--- config.mk ---
export PLATFORM = sky130hd
export DESIGN_NAME = nairt_ctrl
export DESIGN_NICKNAME = d
export VERILOG_FILES = /design/src/hw/rtl/nairt_pkg.sv /design/src/hw/rtl/nairt_ctrl.sv
export SDC_FILE = /design/constraint.sdc
export NUM_CORES = 1
export LEC_CHECK = 0
export ABC_CLOCK_PERIOD_IN_PS = 1600
export CAP_MARGIN = 15
export CORE_UTILIZATION = 36
export CTS_BUF_LIST = sky130_fd_sc_hd__clkbuf_4
export DETAILED_ROUTE_END_ITERATION = 6
export DONT_BUFFER_PORTS = 1
export HOLD_SLACK_MARGIN = 0.03
export SYNTH_ARGS = -nofsm -noshare
export SYNTH_HDL_FRONTEND = slang
export SYNTH_SLANG_ARGS = --single-unit
export TNS_END_PERCENT = 10
--- constraint.sdc ---
create_clock -name clk -period 1.6 [get_ports clk]
set_input_delay 0.08 -clock clk [delete_from_list [all_inputs] [get_ports clk]]
set_output_delay 0.08 -clock clk [all_outputs]
set_load 0.01 [all_outputs]
--- src/hw/rtl/nairt_pkg.sv ---
// Shared types and constants of the nearest anchor in radius table.
`default_nettype none

package nairt_pkg;

    // Field widths fixed by the transaction format
    localparam int COORD_BITS  = 24;
    localparam int RADIUS_BITS = COORD_BITS - 1;
    localparam int ID_BITS     = 16;
    localparam int DIST_BITS   = 50;
    localparam int STATUS_BITS = 3;
    localparam int COUNT_BITS  = 5;

    // Action codes
    localparam logic [1:0] ACT_REGISTER   = 2'd0;
    localparam logic [1:0] ACT_UNREGISTER = 2'd1;
    localparam logic [1:0] ACT_QUERY      = 2'd2;

    // Status codes
    localparam logic [STATUS_BITS-1:0] ST_DONE        = 3'd0;
    localparam logic [STATUS_BITS-1:0] ST_DUPLICATE   = 3'd1;
    localparam logic [STATUS_BITS-1:0] ST_FULL        = 3'd2;
    localparam logic [STATUS_BITS-1:0] ST_NOT_PRESENT = 3'd3;
    localparam logic [STATUS_BITS-1:0] ST_NULL_ID     = 3'd4;

    typedef struct packed {
        logic [1:0]                    action;
        logic [ID_BITS-1:0]            anchor_id;
        logic signed [COORD_BITS-1:0]  pos_x;
        logic signed [COORD_BITS-1:0]  pos_y;
        logic signed [COORD_BITS-1:0]  pos_z;
        logic [RADIUS_BITS-1:0]        snap_radius;
    } in_item_t;

    typedef struct packed {
        logic [STATUS_BITS-1:0] status;
        logic                   found;
        logic [ID_BITS-1:0]     best_id;
        logic [DIST_BITS-1:0]   best_dist_sq;
        logic [COUNT_BITS-1:0]  entry_count;
    } out_item_t;

    // Commands from the controller to the datapath
    typedef struct packed {
        logic                   req_load;
        logic                   scan_issue;
        logic                   new_write;
        logic                   move_read;
        logic                   move_write;
        logic                   cnt_inc;
        logic                   cnt_dec;
        logic                   out_load;
        logic [STATUS_BITS-1:0] status;
    } ctl_cmd_t;

    // Status from the datapath to the controller
    typedef struct packed {
        logic [1:0] req_action;
        logic       req_id_null;
        logic       pipe_busy;
        logic       id_hit;
        logic       out_busy;
    } dp_stat_t;

endpackage

`default_nettype wire

--- src/hw/rtl/nairt_ctrl.sv ---
// Controller state machine: sequences scans, table updates and result handoff.
`default_nettype none

module nairt_ctrl #(
    parameter int TABLE_DEPTH = 16,
    localparam int CNT_W = $clog2(TABLE_DEPTH + 1),
    localparam int IDX_W = (TABLE_DEPTH > 1) ? $clog2(TABLE_DEPTH) : 1
) (
    input  wire logic                 clk,
    input  wire logic                 rst_n,
    input  wire logic                 cmd_valid,
    output logic                      cmd_ready,
    input  wire logic [CNT_W-1:0]     count,
    input  wire nairt_pkg::dp_stat_t  stat,
    output nairt_pkg::ctl_cmd_t       ctl,
    output logic [IDX_W-1:0]          rd_addr
);

    typedef enum logic [5:0] {
        S_IDLE    = 6'b000001,
        S_SCAN    = 6'b000010,
        S_DRAIN   = 6'b000100,
        S_MOVE_RD = 6'b001000,
        S_MOVE_WR = 6'b010000,
        S_RESULT  = 6'b100000
    } state_t;

    state_t                           state_reg, state_next;
    logic [IDX_W-1:0]                 idx_reg, idx_next;
    logic [nairt_pkg::STATUS_BITS-1:0] status_reg, status_next;
    logic [CNT_W-1:0]                 last_entry;
    logic                             table_full;

    assign last_entry = count - CNT_W'(1);
    assign table_full = (count == CNT_W'(TABLE_DEPTH));
    assign cmd_ready  = (state_reg == S_IDLE);

    // Next-state and command decode
    always_comb
    begin
        state_next  = state_reg;
        idx_next    = idx_reg;
        status_next = status_reg;
        ctl         = '0;
        ctl.status  = status_reg;
        rd_addr     = idx_reg;
        case (state_reg)
            S_IDLE:
            begin
                if (cmd_valid)
                begin
                    ctl.req_load = 1'b1;
                    idx_next     = '0;
                    status_next  = nairt_pkg::ST_DONE;
                    state_next   = (count == '0) ? S_DRAIN : S_SCAN;
                end
            end
            S_SCAN:
            begin
                ctl.scan_issue = 1'b1;
                if (CNT_W'(idx_reg) + CNT_W'(1) == count)
                begin
                    state_next = S_DRAIN;
                end
                else
                begin
                    idx_next = idx_reg + IDX_W'(1);
                end
            end
            S_DRAIN:
            begin
                if (!stat.pipe_busy)
                begin
                    state_next = S_RESULT;
                    case (stat.req_action)
                        nairt_pkg::ACT_REGISTER:
                        begin
                            if (stat.req_id_null)
                            begin
                                status_next = nairt_pkg::ST_NULL_ID;
                            end
                            else if (stat.id_hit)
                            begin
                                status_next = nairt_pkg::ST_DUPLICATE;
                            end
                            else if (table_full)
                            begin
                                status_next = nairt_pkg::ST_FULL;
                            end
                            else
                            begin
                                ctl.new_write = 1'b1;
                                ctl.cnt_inc   = 1'b1;
                            end
                        end
                        nairt_pkg::ACT_UNREGISTER:
                        begin
                            if (stat.req_id_null)
                            begin
                                status_next = nairt_pkg::ST_NULL_ID;
                            end
                            else if (!stat.id_hit)
                            begin
                                status_next = nairt_pkg::ST_NOT_PRESENT;
                            end
                            else
                            begin
                                state_next = S_MOVE_RD;
                            end
                        end
                        default:
                        begin
                            status_next = nairt_pkg::ST_DONE;
                        end
                    endcase
                end
            end
            S_MOVE_RD:
            begin
                // Fetch the last entry to fill the freed slot
                ctl.move_read = 1'b1;
                rd_addr       = IDX_W'(last_entry);
                state_next    = S_MOVE_WR;
            end
            S_MOVE_WR:
            begin
                ctl.move_write = 1'b1;
                ctl.cnt_dec    = 1'b1;
                state_next     = S_RESULT;
            end
            S_RESULT:
            begin
                if (!stat.out_busy)
                begin
                    ctl.out_load = 1'b1;
                    state_next   = S_IDLE;
                end
            end
            default:
            begin
                state_next = S_IDLE;
            end
        endcase
    end

    // Hold control state
    always_ff @(posedge clk or negedge rst_n)
    begin
        if (!rst_n)
        begin
            state_reg  <= S_IDLE;
            idx_reg    <= '0;
            status_reg <= nairt_pkg::ST_DONE;
        end
        else
        begin
            state_reg  <= state_next;
            idx_reg    <= idx_next;
            status_reg <= status_next;
        end
    end

endmodule

`default_nettype wire

==> out/results.txt <==
worst slack, placed: -0.171 ns
Hold Path Depth: 2
DRT iter0 DRCs: 12
post-synth top area share: 29.7%
leading area contributor after synthesis: dfrtp_1
die height: 55.0 um
Worst Clk Skew: 0.000900 ns
GRT Total Usage: 21.2%
Ports: 30
clock-pin slew of the registers on the worst-case setup and hold paths: 0.09 ns
initial antenna violation count: 0
Die ar.: 0.00302 mm2
routability cong.: 0.767
Final #Nets: 173
failing checks: setup timing
die width: 55.0 um
layout cells sized above 1: 40.0%
Critical Path Source Type: flop
Max Cap Viol: 0
Max VDD drop: 0.00116 V
fill count: 230
synthesis-stage register bit count: 13
num rows: 18
CP Cell Sequence: nor4_4 -> nand2_1 -> nor3_2 -> nand2_1 -> nor2_1 -> buf_4
DRT Pass-1 Iters: 4
count leader, synth: dfrtp_1
final hold violation count: 0
Slew Limit Fails: 0
measured slew at the worst slew-check pin: 0.603 ns
Crit. path cell count: 6
Via-to-Cell Ratio: 5.45
asr flop ratio synth: 100%
Cells after Synth: 115
Core Util, Final: 58.1%
Reg2Reg Depth: 6
Slowest-stage cell, CP: dfrtp_1
Worst Setup End Kind: primary output
CP max stage delay: 0.41 ns
number of buffers inserted during clock tree synthesis: 3
clock latency on the worst-skew pair: 0.29 ns
Leakage: 0.675 nW
HP Class: input pin to flop
Detailed Route WL: 2.79 mm
synthesis-to-finish area growth: 47.6%
syn nets: 132
vias in the first global route: 990
GRT overflow: 0
Critical Path RT: 1.52 ns
Synth cell types: 42
post-DP HPWL: 2.04 mm
final worst slack: -0.232 ns
CP max FO: 4
run status: finished, violations left
YS warnings: 0
DP Cell Count: 170
CP delay by family, top: simple AND/OR/NAND/NOR gates
# diodes: 0
H-tree depth: 1
CTS sink count: 13
max reg flops: 6
pin count of the biggest net entering global routing: 14
ANT nets after route: 0
syn_area_per_cell: 8.79 um2
Worst slew margin: 59.7%
clk root buf: clkbuf_4
RSZ-0062 raised after global routing: yes
Synth Flop Type: dfrtp_1
DRC Markers: 0
count of input and output buffers: 0
FMAX: 546 MHz
fraction of the cycle the final worst path needs: 114%
wire per inst: 15.1 um
critical path class: flop to primary output
effective utilization at floorplan: 39.4%
# setup viols final: 21
crit path buf inv count: 1
CTS tree: built
total negative slack: -2.70 ns
Final Critical Period: 1.83 ns
top cells by count, synth: dfrtp_1 (12), inv_1 (9), o21ai_0 (9)
CORE AREA: 0.00257 mm2
Max clock buf depth: 2
Cell Count, Final, Fillers Out: 185
Syn Std Cell Area: 0.00101 mm2
Power Density: 1440 mW/mm2
top cells by area, synth: dfrtp_1 (30%), o21ai_0 (4.5%), xnor2_1 (4.3%), nor4_4 (4.2%), ha_1 (3.7%)
CP arrival: 1.75 ns
sequential fraction of the synthesis area: 32.3%
global-route wire length before repair: 4.39 mm
via count: 1008
total power: 0.00216 W
most frequent CP cell: nand2_1
Post-synth EDFFs: 0
-- cell families after synthesis --
family / synth area share, %
adders and majority gates: 3.71
AOI/OAI and AO/OA: 20.1
xor gates and xnor gates: 6.06
and+or+nand+nor: 32.1
buffers and inverters: 5.82
DFF: 32.3
-- where the power goes --
group          switching (W)  internal [W]
Combinational       0.000638      0.000744
Sequential          0.000126      0.000427
Clock               0.000128     0.0000930
-- metrics by stage --
| stage | hold slack, ns | cell area [um2] |
|---|---|---|
| final | 0.0440 | 1490 |
| after global routing | 0.0491 | 1490 |
| after CTS | 0.0336 | 1450 |
| after detailed placement | -0.215 | 1250 |
| after global placement | -0.215 | 1250 |
| after floorplan | -0.216 | 1020 |
-- repair_timing --
item	4_1_cts	5_1_grt
setup buffers	3	1
hold buffers	7	0
setup endpoints to repair	21	25
resized for setup	19	10
endpoints found under the hold margin	19	0
pin swaps	5	2
gates cloned	0	0
-- worst paths after layout --
kind                                            from                   endpoint  slack, ns
max                         state_reg[1]$_DFFE_PN0P_                     ctl[5]      -0.23
min                                          stat[3]  status_reg[2]$_DFFE_PN0P_       0.04
max reg2reg                 state_reg[1]$_DFFE_PN0P_  status_reg[1]$_DFFE_PN0P_      -0.23
min reg2reg                status_reg[1]$_DFFE_PN0P_  status_reg[1]$_DFFE_PN0P_       0.61
max in group asynchronous                      rst_n   state_reg[5]$_DFFE_PN0P_       0.95
min in group asynchronous                      rst_n     idx_reg[3]$_DFFE_PN0P_       0.23
-- layout by cell type (no fill, tap or decap), drive strengths merged, types with 3 or more instances in the layout --
cell type and n:
o21ai 9, nand3 6, clkbuf 3, nor2b 5, dfrtp 12, inv 9, nor3 3, nor2 5
dlygate4sd3 7, nand2 8, nand2b 3, xnor2 5, o211ai 4, a22o 3, ha 3, a21oi 4
nor4 3, buf 33, nand3b 3
-- cell type report --
class,instances,area [um2],area share [%]
Multi-Input combinational cell,89,736,49.3
Sequential cell,13,329,22.0
Timing Repair Buffer,40,329,22.0
Tap cell,30,37.5,2.51
Inverter,9,33.8,2.26
Clock buffer,3,22.5,1.51
Clock inverter,1,5.00,0.335
-- per-layer routing --
metal / track usage (%) / vias up / part of all wire [%]
met5: 0 / - / 0
met4: 7.08 / 0 / 0.65
met3: 7.38 / 4 / 4.7
met2: 35.1 / 25 / 49
met1: 25.3 / 476 / 45
li1: - / 503 / -
No activity file was read; power rests on OpenSTA's default activity.
